--- config.mk ---
export PLATFORM = sky130hd
export DESIGN_NAME = sliding_window_min_max_mean_core
export DESIGN_NICKNAME = d
export VERILOG_FILES = /design/src/design/swmm_pkg.sv /design/src/design/sliding_window_min_max_mean_core.sv /design/src/design/swmm_datapath.sv /design/src/design/swmm_ctrl.sv
export SDC_FILE = /design/constraint.sdc
export NUM_CORES = 1
export LEC_CHECK = 0
export BUFFER_PORTS_ARGS = -buffer_cell sky130_fd_sc_hd__buf_2
export CORE_MARGIN = 10
export CORE_UTILIZATION = 62
export CTS_CLUSTER_DIAMETER = 150
export CTS_CLUSTER_SIZE = 28
export DETAILED_ROUTE_END_ITERATION = 12
export PLACE_DENSITY_LB_ADDON = 0.2
export SLEW_MARGIN = 0
export SYNTH_ARGS = -nofsm -noshare
export SYNTH_HDL_FRONTEND = slang
export SYNTH_SLANG_ARGS = --single-unit
--- constraint.sdc ---
create_clock -name clock -period 5.1 [get_ports clock]
set_clock_uncertainty 0.05 [all_clocks]
set_input_delay 0.255 -clock clock [delete_from_list [all_inputs] [get_ports clock]]
set_output_delay 0.255 -clock clock [all_outputs]
set_load 0.05 [all_outputs]
--- src/design/swmm_pkg.sv ---
// ----------------------------------------------------------------------------
// swmm_pkg
// Shared types and constants for the sliding window min/max/mean core.
// ----------------------------------------------------------------------------
package swmm_pkg;

   // window length register
   localparam int LEN_W = 5;
   localparam logic [LEN_W-1:0] LEN_RESET = LEN_W'(12);

   // controller to datapath
   typedef struct packed {
      logic clear;     // length write, history dropped
      logic accept;    // latch item, read oldest slot
      logic update;    // evict, store, update total and count
      logic scan;      // walk the ring for min and max
      logic div_load;  // start mean division
      logic div_step;  // one quotient bit
      logic out_load;  // load result register
   } swmm_cmd_type;

   // datapath to controller
   typedef struct packed {
      logic scan_done;
      logic div_last;
   } swmm_status_type;

endpackage

--- src/design/sliding_window_min_max_mean_core.sv ---
// ----------------------------------------------------------------------------
// sliding_window_min_max_mean_core
// Running max, min, truncated mean and count over the most recent samples.
// ----------------------------------------------------------------------------
// Each accepted sample enters a ring of MAX_WINDOW entries, evicting the
// oldest one once the programmed window length is reached, and produces one
// result: window max, min, truncated mean and samples held. The ring memory
// is scanned one entry per cycle on its single read port and the mean comes
// from a restoring divider that yields one quotient bit per cycle. A new
// sample is taken as soon as the previous result sits in the output
// register. Writing the window length (0 acts as 1, values above MAX_WINDOW
// saturate) clears the history; the write is taken only between items.
module sliding_window_min_max_mean_core #(
   parameter int MAX_WINDOW  = 16,
   parameter int SAMPLE_BITS = 16
) (
   input  logic                                clock,
   input  logic                                reset,
   input  logic                                req_valid,
   output logic                                req_stall,
   input  logic [SAMPLE_BITS-1:0]              req_sample,
   output logic                                rsp_valid,
   input  logic                                rsp_stall,
   output logic [SAMPLE_BITS-1:0]              rsp_window_max,
   output logic [SAMPLE_BITS-1:0]              rsp_window_min,
   output logic [SAMPLE_BITS-1:0]              rsp_window_mean,
   output logic [$clog2(MAX_WINDOW + 1)-1:0]   rsp_samples_held,
   input  logic                                csr_valid,
   output logic                                csr_ready,
   input  logic [swmm_pkg::LEN_W-1:0]          csr_window_length
);

   localparam int CNT_W = $clog2(MAX_WINDOW + 1);

   swmm_pkg::swmm_cmd_type    cmd;
   swmm_pkg::swmm_status_type status;

   swmm_ctrl u_ctrl (
      .clock     (clock),
      .reset     (reset),
      .req_valid (req_valid),
      .req_stall (req_stall),
      .rsp_valid (rsp_valid),
      .rsp_stall (rsp_stall),
      .csr_valid (csr_valid),
      .csr_ready (csr_ready),
      .cmd       (cmd),
      .status    (status)
   );

   swmm_datapath #(
      .MAX_WINDOW  (MAX_WINDOW),
      .SAMPLE_BITS (SAMPLE_BITS),
      .CNT_W       (CNT_W)
   ) u_datapath (
      .clock             (clock),
      .reset             (reset),
      .cmd               (cmd),
      .status            (status),
      .csr_window_length (csr_window_length),
      .req_sample        (req_sample),
      .rsp_window_max    (rsp_window_max),
      .rsp_window_min    (rsp_window_min),
      .rsp_window_mean   (rsp_window_mean),
      .rsp_samples_held  (rsp_samples_held)
   );

   // a delivered window is never empty and never deeper than the ring
   a_held_range: assert property (@(posedge clock) disable iff (reset)
      rsp_valid |-> (rsp_samples_held != '0) &&
                    (32'(rsp_samples_held) <= 32'(MAX_WINDOW)))
      else $error("samples held out of range");

   // mean lies between min and max
   a_mean_bounds: assert property (@(posedge clock) disable iff (reset)
      rsp_valid |-> (rsp_window_min <= rsp_window_mean) &&
                    (rsp_window_mean <= rsp_window_max))
      else $error("mean outside min/max");

   // busy after an item is taken, so no second item enters mid-flight
   a_busy_after_accept: assert property (@(posedge clock) disable iff (reset)
      (req_valid && !req_stall) |=> req_stall && !csr_ready)
      else $error("input open while item in flight");

endmodule

--- src/design/swmm_datapath.sv ---
// ----------------------------------------------------------------------------
// swmm_datapath
// Sample ring, running total, min/max scan and serial divider for the mean.
// ----------------------------------------------------------------------------
module swmm_datapath #(
   parameter int MAX_WINDOW  = 16,
   parameter int SAMPLE_BITS = 16,
   parameter int CNT_W       = $clog2(MAX_WINDOW + 1)
) (
   input  logic                         clock,
   input  logic                         reset,
   input  swmm_pkg::swmm_cmd_type       cmd,
   output swmm_pkg::swmm_status_type    status,
   input  logic [swmm_pkg::LEN_W-1:0]   csr_window_length,
   input  logic [SAMPLE_BITS-1:0]       req_sample,
   output logic [SAMPLE_BITS-1:0]       rsp_window_max,
   output logic [SAMPLE_BITS-1:0]       rsp_window_min,
   output logic [SAMPLE_BITS-1:0]       rsp_window_mean,
   output logic [CNT_W-1:0]             rsp_samples_held
);

   localparam int PTR_W  = $clog2(MAX_WINDOW);
   localparam int TOT_W  = SAMPLE_BITS + $clog2(MAX_WINDOW);
   localparam int STEP_W = $clog2(TOT_W + 1);
   localparam logic [PTR_W-1:0] LAST_SLOT = PTR_W'(MAX_WINDOW - 1);
   localparam logic [CNT_W:0]   MAX_EXT   = (CNT_W + 1)'(MAX_WINDOW);

   logic [SAMPLE_BITS-1:0] ring_mem [MAX_WINDOW];
   logic [SAMPLE_BITS-1:0] rd_data_ff;
   logic [PTR_W-1:0]       rd_addr;

   logic [swmm_pkg::LEN_W-1:0] length_ff;
   logic [CNT_W-1:0]       len_eff;
   logic [PTR_W-1:0]       slot_ff, slot_in;
   logic [CNT_W-1:0]       fill_ff, fill_in;
   logic [TOT_W-1:0]       total_ff, total_in;
   logic [SAMPLE_BITS-1:0] sample_ff;
   logic                   full;

   logic [PTR_W-1:0]       ptr_ff, ptr_in;
   logic [CNT_W-1:0]       left_ff, left_in;
   logic                   rvalid_ff, rvalid_in;
   logic [SAMPLE_BITS-1:0] hi_ff, hi_in, lo_ff, lo_in;
   logic [PTR_W-1:0]       oldest;
   logic [CNT_W:0]         slot_ext, fill_ext;

   logic [TOT_W-1:0]       dq_ff, dq_in;
   logic [CNT_W-1:0]       rem_ff, rem_in;
   logic [STEP_W-1:0]      step_ff, step_in;
   logic [CNT_W:0]         trial;
   logic [CNT_W:0]         divisor;

   logic [SAMPLE_BITS-1:0] max_ff, min_ff, mean_ff;
   logic [CNT_W-1:0]       held_ff;

   // length zero acts as one, above the ring depth it saturates
   always_comb begin
      if (length_ff == '0) begin
         len_eff = CNT_W'(1);
      end else if (32'(length_ff) > 32'(MAX_WINDOW)) begin
         len_eff = CNT_W'(MAX_WINDOW);
      end else begin
         len_eff = CNT_W'(length_ff);
      end
   end

   assign full     = (fill_ff >= len_eff);
   assign slot_ext = (CNT_W + 1)'(slot_ff);
   assign fill_ext = (CNT_W + 1)'(fill_ff);

   always_comb begin
      if (slot_ext >= fill_ext) begin
         oldest = PTR_W'(slot_ext - fill_ext);
      end else begin
         oldest = PTR_W'(slot_ext + MAX_EXT - fill_ext);
      end
   end

   assign rd_addr = cmd.scan ? ptr_ff : oldest;

   always_ff @(posedge clock) begin
      if (cmd.update) begin
         ring_mem[slot_ff] <= sample_ff;
      end
      rd_data_ff <= ring_mem[rd_addr];
   end

   // history update and scan
   always_comb begin
      slot_in   = slot_ff;
      fill_in   = fill_ff;
      total_in  = total_ff;
      ptr_in    = ptr_ff;
      left_in   = left_ff;
      rvalid_in = 1'b0;
      hi_in     = hi_ff;
      lo_in     = lo_ff;
      if (cmd.clear) begin
         slot_in  = '0;
         fill_in  = '0;
         total_in = '0;
      end else if (cmd.update) begin
         total_in = total_ff - (full ? TOT_W'(rd_data_ff) : '0) + TOT_W'(sample_ff);
         fill_in  = full ? len_eff : fill_ff + 1'b1;
         slot_in  = (slot_ff == LAST_SLOT) ? '0 : slot_ff + 1'b1;
         ptr_in   = (slot_ff == '0) ? LAST_SLOT : slot_ff - 1'b1;
         left_in  = (full ? len_eff : fill_ff + 1'b1) - 1'b1;
         hi_in    = sample_ff;
         lo_in    = sample_ff;
      end else if (cmd.scan) begin
         if (left_ff != '0) begin
            rvalid_in = 1'b1;
            left_in   = left_ff - 1'b1;
            ptr_in    = (ptr_ff == '0) ? LAST_SLOT : ptr_ff - 1'b1;
         end
         if (rvalid_ff) begin
            if (rd_data_ff > hi_ff) begin
               hi_in = rd_data_ff;
            end
            if (rd_data_ff < lo_ff) begin
               lo_in = rd_data_ff;
            end
         end
      end
   end

   // restoring divider, one quotient bit per cycle
   assign divisor = (CNT_W + 1)'(fill_ff);
   assign trial   = {rem_ff, dq_ff[TOT_W-1]};

   always_comb begin
      dq_in   = dq_ff;
      rem_in  = rem_ff;
      step_in = step_ff;
      if (cmd.div_load) begin
         dq_in   = total_ff;
         rem_in  = '0;
         step_in = STEP_W'(TOT_W);
      end else if (cmd.div_step) begin
         step_in = step_ff - 1'b1;
         if (trial >= divisor) begin
            rem_in = CNT_W'(trial - divisor);
            dq_in  = {dq_ff[TOT_W-2:0], 1'b1};
         end else begin
            rem_in = CNT_W'(trial);
            dq_in  = {dq_ff[TOT_W-2:0], 1'b0};
         end
      end
   end

   always_ff @(posedge clock) begin
      if (reset) begin
         length_ff <= swmm_pkg::LEN_RESET;
         slot_ff   <= '0;
         fill_ff   <= '0;
         total_ff  <= '0;
         left_ff   <= '0;
         rvalid_ff <= 1'b0;
         step_ff   <= '0;
      end else begin
         if (cmd.clear) begin
            length_ff <= csr_window_length;
         end
         slot_ff   <= slot_in;
         fill_ff   <= fill_in;
         total_ff  <= total_in;
         left_ff   <= left_in;
         rvalid_ff <= rvalid_in;
         step_ff   <= step_in;
      end
   end

   always_ff @(posedge clock) begin
      if (cmd.accept) begin
         sample_ff <= req_sample;
      end
      ptr_ff <= ptr_in;
      hi_ff  <= hi_in;
      lo_ff  <= lo_in;
      dq_ff  <= dq_in;
      rem_ff <= rem_in;
      if (cmd.out_load) begin
         max_ff  <= hi_ff;
         min_ff  <= lo_ff;
         mean_ff <= dq_ff[SAMPLE_BITS-1:0];
         held_ff <= fill_ff;
      end
   end

   assign status.scan_done = (left_ff == '0) && !rvalid_ff;
   assign status.div_last  = (step_ff == STEP_W'(1));

   assign rsp_window_max   = max_ff;
   assign rsp_window_min   = min_ff;
   assign rsp_window_mean  = mean_ff;
   assign rsp_samples_held = held_ff;

endmodule

--- src/design/swmm_ctrl.sv ---
// ----------------------------------------------------------------------------
// swmm_ctrl
// Sequencer for one item: update, scan, divide, then hand off the result.
// ----------------------------------------------------------------------------
module swmm_ctrl (
   input  logic                        clock,
   input  logic                        reset,
   input  logic                        req_valid,
   output logic                        req_stall,
   output logic                        rsp_valid,
   input  logic                        rsp_stall,
   input  logic                        csr_valid,
   output logic                        csr_ready,
   output swmm_pkg::swmm_cmd_type      cmd,
   input  swmm_pkg::swmm_status_type   status
);

   typedef enum logic [2:0] {
      ST_IDLE,
      ST_UPDATE,
      ST_SCAN,
      ST_DIVIDE,
      ST_FINISH
   } state_type;

   state_type state_ff, state_in;
   logic      rsp_valid_ff, rsp_valid_in;
   logic      idle;
   logic      out_free;

   assign idle      = (state_ff == ST_IDLE) && !reset;
   assign out_free  = !rsp_valid_ff || !rsp_stall;
   assign csr_ready = idle;
   // a length write wins over an item in the same cycle
   assign req_stall = !idle || csr_valid;

   always_comb begin
      cmd          = '0;
      state_in     = state_ff;
      rsp_valid_in = rsp_valid_ff && rsp_stall;
      case (state_ff)
         ST_IDLE: begin
            cmd.clear  = csr_valid;
            cmd.accept = req_valid && !csr_valid;
            if (req_valid && !csr_valid) begin
               state_in = ST_UPDATE;
            end
         end
         ST_UPDATE: begin
            cmd.update = 1'b1;
            state_in   = ST_SCAN;
         end
         ST_SCAN: begin
            cmd.scan = 1'b1;
            if (status.scan_done) begin
               cmd.div_load = 1'b1;
               state_in     = ST_DIVIDE;
            end
         end
         ST_DIVIDE: begin
            cmd.div_step = 1'b1;
            if (status.div_last) begin
               state_in = ST_FINISH;
            end
         end
         ST_FINISH: begin
            if (out_free) begin
               cmd.out_load = 1'b1;
               rsp_valid_in = 1'b1;
               state_in     = ST_IDLE;
            end
         end
         default: begin
            state_in = ST_IDLE;
         end
      endcase
   end

   always_ff @(posedge clock) begin
      if (reset) begin
         state_ff     <= ST_IDLE;
         rsp_valid_ff <= 1'b0;
      end else begin
         state_ff     <= state_in;
         rsp_valid_ff <= rsp_valid_in;
      end
   end

   assign rsp_valid = rsp_valid_ff;

endmodule

Yosys cells after proc, flatten, opt, wreduce, memory -nomap -nowiden
Memory sizes are Yosys's and may differ from the RTL's. A register that Yosys moved wholly into a read port is not among the register bits.
Cells that the tools add are included.

word-level totals
  bits of input ports = 26
  register bits = 179
  memories kept = 1
  output and inout port bits = 56
  bits in writable memories = 256

operators by class
  reductions and logical operators = 31
  magnitude comparators = 6
  eq/ne operators = 10
  add/subtract/negate cells = 13
  multiplexer cells = 46
  bitwise operators = 2

memories
  memory               words  bits a word  rd ports  clocked after Yosys merged registers in  write ports  RTL line             RTL
  u_datapath.ring_mem  16     16           1         1                                        1            swmm_datapath.sv:28  logic [SAMPLE_BITS-1:0] ring_mem [MAX_WINDOW];

operators with widths
  cell                   number
  $mux W16               9
  $mux W5                9
  $mux W20               2
  $mux W4                8
  $add A20 B16 Y20       1
  $sub A20 B20 Y20       1
  $gt A16 B16 Y1         1
  $lt A16 B16 Y1         1
  $pmux W3 S5            1
  $sub A5 B1 Y5 const B  3
  $mux W3                4
  $reduce_and A4 Y1      3
  $reduce_bool A2 Y1     6
  $mux W1                11
  $logic_not A5 Y1       2
  $add A4 B1 Y4 const B  2
  $logic_not A4 Y1       2
  $sub A4 B1 Y4 const B  2
  $sub A4 B4 Y4          2
  $eq A3 B2 Y1 const B   2
  $ge A6 B5 Y1           1
  $logic_not A1 Y1       6
  $ne A2 B2 Y1 const B   3
  $add A5 B1 Y5 const B  1
  other kinds (18)       25

Longest topological paths before layout
  depth in word-level cells = 7
  depth in mapped cells = 21
  mapped depth without buffers = 19

Hierarchy
From an unflattened synthesis, not the netlist that was laid out.

second synthesis, totals
  cell total of the unflattened synthesis = 1348
  area total of the unflattened synthesis = 19990.4 sq um

by module, submodules not included
  module         cells an instance  instances  area each (sq um)
  swmm_datapath  1316               1          19722.7
  swmm_ctrl      32                 1          267.8

Least setup slack after synthesis
No wires, ideal clock.

  path type = flip-flop to flip-flop
  start = reg u_datapath.length_ff[1] in the netlist's numbering
  end = reg u_datapath.total_ff[17]
  path slack = 0.880 ns
  clock period less this slack = 4.220 ns
  arrival = 4.048 ns
  required time = 4.928 ns
  setup time = 0.122 ns
  cell stages (with the launch flop) = 20
  path through = dfxtp_1 -> nor3_1 -> nor2_1 -> nor2_1 -> ha_1 -> nand2b_1 -> a31oi_1 -> o21ai_1 -> clkbuf_1 -> and2_1 -> fa_1 -> inv_1 -> ha_1 -> a211o_1 -> a21oi_1 -> o21ai_0 -> a221oi_1 -> o21ai_0 -> mux2i_1 -> a311o_1

on the way
  word-level cells in the longest chain between the ends = 7

ends and longest elaborated chain
  element                   RTL line              RTL
  start: declaration        swmm_datapath.sv:32   logic [swmm_pkg::LEN_W-1:0] length_ff;
  start signal: assignment  swmm_datapath.sv:153  length_ff <= swmm_pkg::LEN_RESET;
  start signal: assignment  swmm_datapath.sv:162  length_ff <= csr_window_length;
  $gt A5 B5 Y1              swmm_datapath.sv:60   end else if (32'(length_ff) > 32'(MAX_WINDOW)) begin
  $mux W5                   swmm_datapath.sv:60
  $mux W5 (*)               swmm_datapath.sv:58   if (length_ff == '0) begin
  $ge A5 B5 Y1 (*)          swmm_datapath.sv:67   assign full = (fill_ff >= len_eff);
  $mux W16 (*)              swmm_datapath.sv:103  total_in = total_ff - (full ? TOT_W'(rd_data_ff) : '0) + TOT_W'(sample_ff);
  $sub A20 B20 Y20 (*)      swmm_datapath.sv:103
  $add A20 B16 Y20 (*)      swmm_datapath.sv:103
  end signal: assignment    swmm_datapath.sv:166  total_ff <= total_in;
  end: declaration          swmm_datapath.sv:36   logic [TOT_W-1:0] total_ff, total_in;

Mark *: on every way between the ends. The rest lies on a longest branch, timed or not.
A chain may end at the register's enable or synchronous reset.

Final worst setup path
Same ends and word-level chain as after synthesis.

==> reports/results.tsv <==
stage	metric	value	unit
worst_setup_path	crit path launch type	register	
cts	CTS tree	yes	
grt	Total Routing Usage GR	0.205	
floorplan	Die Y	199	um
layout	area delta synth->final	9.28	%
yosys	Yosys cell types	67	
yosys	Yosys top cell by area	edfxtp_1	
yosys	Area contributors post-synth	edfxtp_1 (58%), mux4_2 (7.3%), dfxtp_1 (7.1%)	
status	status	completed	
layout	Cell Count, Final, Fillers Out	1875	
sta	Max Clock Freq	0.209	GHz
layout	layout cell share with drive strength beyond 1	0.151	
yosys	most instantiated cells after synthesis	edfxtp_1 (381), inv_1 (119), nand2_1 (107)	
power	Flop pwr share	0.460	
grt	first-pass GRT wire length	62800	um
grt	number of global-route vias before repair	11100	
power	sw power	3580	uW
yosys	Yosys Warn Count	0	
worst_setup_path	CP Max Fanout	13	
sta	Setup TNS Final	0	ps
sta	Worst Max-Slew Pin Slew	1190	ps
yosys	Post-Syn Area	0.0198	mm^2
worst_setup_path	CP required	5510	ps
floorplan	CORE AREA	0.0316	mm^2
layout	fin area	0.0216	mm^2
floorplan	I/O Pins	82	
power	VDD IR max	0.351	mV
routing	number of routed nets with antenna violations	0	
worst_setup_path	Worst EP arrival	5200	ps
routing	Detailed Route Iter0 Violations	892	
sta	max-slew violation count	0	
floorplan	Die Area	0.0395	mm^2
layout	Total Nets Final	1579	
cts	Clock Latency Late Sink	560	ps
sta	final hold viol count	0	
routing	drt via density	5.86	
sta	RSZ-0062 raised after global routing	false	
power	pwr dens	486	mW/mm^2
yosys	top-count cell post-synth	edfxtp_1	
floorplan	initial core utilization	0.627	
routing	DRT Pass-1 Iters	5	
sta	Setup violations, final	0	
worst_setup_path	CP Class	reg2reg	
placed_design	gp weighted congestion	0.913	
layout	diode count	0	
power	power share of the clock group	0.178	
yosys	Yosys reg bits	451	
cts	Root Driver	clkbuf_16	
placed_design	port buffer count	81	
worst_setup_path	crit end category	register	
power	Logic pwr share	0.363	
sta	normalized max-slew margin	0.188	
placed_design	Placed Area	0.0208	mm^2
yosys	Mapped Cells	1350	
yosys	Post-Syn Nets	1468	
job	max_cap viols	0	
routing	routed wire length	39800	um
grt	antenna violations before repair	0	
yosys	FFs w/ async S/R, synth	0	
power	Total Power	10500	uW
cts	number of CTS-inserted buffers	20	
sta	fin crit share	0.940	
placed_design	placed insts	1815	
yosys	area share of the largest cell type after synthesis	0.578	
floorplan	row cnt	65	
cts	Clk pin slew, worst setup/hold paths	110	ps
grt	largest net degree at the start of global routing	65	
routing	wire length per cell	21.2	um
yosys	Synth Area per Inst	14.7	um^2
worst_hold_path	Hold Path Class	in2reg	
routing	via count	11000	
sta	min Tclk post-route	4800	ps
yosys	Post-synth EDFFs	381	
cts	clk buf depth	3	
grt	GRT overflow	0	
yosys	register area share after synthesis	0.649	
floorplan	DIE WIDTH	199	um
yosys	ys flop type	edfxtp_1	
power	switching part of the total	0.340	
cts	depth of the CTS H-tree	1	
layout	final core utilization	0.685	
placed_design	DP HPWL	27900	um
cts	clock sinks	451	
power	P_leak	0.00806	uW
power	internal power	6940	uW
routing	# DRC	0	
[path summary, 6_finish.rpt]
kind                                               from                      end  slack, ps  cells past startpoint
worst min-delay path                          csr_valid  u_datapath.length_ff[2]         30                      3
worst max register to register  u_datapath.length_ff[1]  u_datapath.total_ff[17]        300                     19
worst max-delay path            u_datapath.length_ff[1]  u_datapath.total_ff[17]        300                     19
worst min register to register   u_datapath.total_ff[5]   u_datapath.total_ff[5]        410                      2
[registers in the layout, summed over array words and instances, names as in the netlist, 5 cells and up]
| register | flops |
|---|---|
| u_datapath.total_ff | 20 |
| u_datapath.hi_ff | 16 |
| u_datapath.rd_data_ff | 16 |
| u_datapath.rsp_window_mean | 16 |
| u_datapath.lo_ff | 16 |
| u_datapath.ring_mem | 256 |
| u_datapath.rsp_window_min | 16 |
| u_datapath.length_ff | 5 |
| u_datapath.rsp_window_max | 16 |
| u_datapath.fill_ff | 5 |
| u_datapath.dq_ff | 20 |
| u_datapath.rem_ff | 5 |
| u_datapath.step_ff | 5 |
| u_datapath.sample_ff | 16 |
| u_datapath.left_ff | 5 |
| u_datapath.rsp_samples_held | 5 |
[area by class of cell]
cell class                      instances  area [um^2]
Clock buffer                           32          546
Clock inverter                          2         60.1
Fill cell                            2225         9930
Inverter                              119          447
Multi-Input combinational cell        729         6280
Sequential cell                       451        12800
Tap cell                              402          503
Timing Repair Buffer                  140          938
[kinds of logic (layout without fill, tap and decap cells)]
kind of cell    Yosys count  count (layout)  synth area share
compound gates          208             208            0.0655
xor+xnor                 32              32            0.0142
fa+ha+maj                92              92            0.0650
buf+inv                 170             293            0.0369
flops                   451             451             0.649
mux                     123             123             0.103
simple gates            274             274            0.0665
[power by group through the flow]
stage	Sequential (uW)	Clock (uW)	Combinational (uW)
2_1_floorplan	4760	0	2960
3_3_place_gp	4900	0	3710
3_5_place_dp	4920	0	3790
4_1_cts	4830	1910	3830
5_1_grt	4880	2040	4240
6_report	4840	1870	3810
[layout by cell type, fill, tap and decap left out, types with 5 or more instances in the layout]
cell and count:
edfxtp_1 381, inv_1 119, nand2_1 107, buf_2 81, ha_1 74, dfxtp_1 70, mux4_2 64, o21ai_0 64
mux2i_1 57, a21oi_1 51, nor2_1 49, buf_4 31, dlygate4sd3_1 26, xnor2_1 22, and2_1 20, clkbuf_16 20
a21o_1 19, nand3_1 19, fa_1 18, nor3_1 16, o21a_1 12, a211oi_1 12, clkbuf_1 12, nand2b_1 11
nand4_1 10, xor2_1 10, and3_1 6, a2111oi_0 6, nor2b_1 5, or3_1 5, o21bai_1 5
[layer usage]
metal  track usage  wire (um)  up-vias
li1              -          -     5225
met4        0.0480        805        0
met5             0          0        -
met2         0.338      19500      274
met3        0.0333       2370       45
met1         0.280      17100     5441
[per-stage QoR]
step	hold WS (ps)	setup slack [ps]
floorplan	304	880
global placement	381	522
detailed placement	383	380
CTS	12.8	352
global route	26.4	3.69
finish	29.7	304
[worst max-delay path: stages (launching register included)]
cell	delay (ps)
dfxtp_1	340
nor3_1	180
nor2_1	60
nor2_1	130
ha_1	250
nand2b_1	140
a31oi_1	240
o21ai_1	290
buf_4	270
and2_1	180
fa_1	480
inv_1	40
ha_1	320
o21a_1	130
a21oi_1	250
o21ai_0	210
a221oi_1	430
o21ai_0	220
mux2i_1	150
a311o_1	320
[what timing repair did]
action                     CTS  global route
setup endpoints to repair    0             1
resized for setup            0             1
hold buffers                26             0
setup buffers                0             0
hold endpoints to repair    22             0
(Power assumes the default switching activity.)
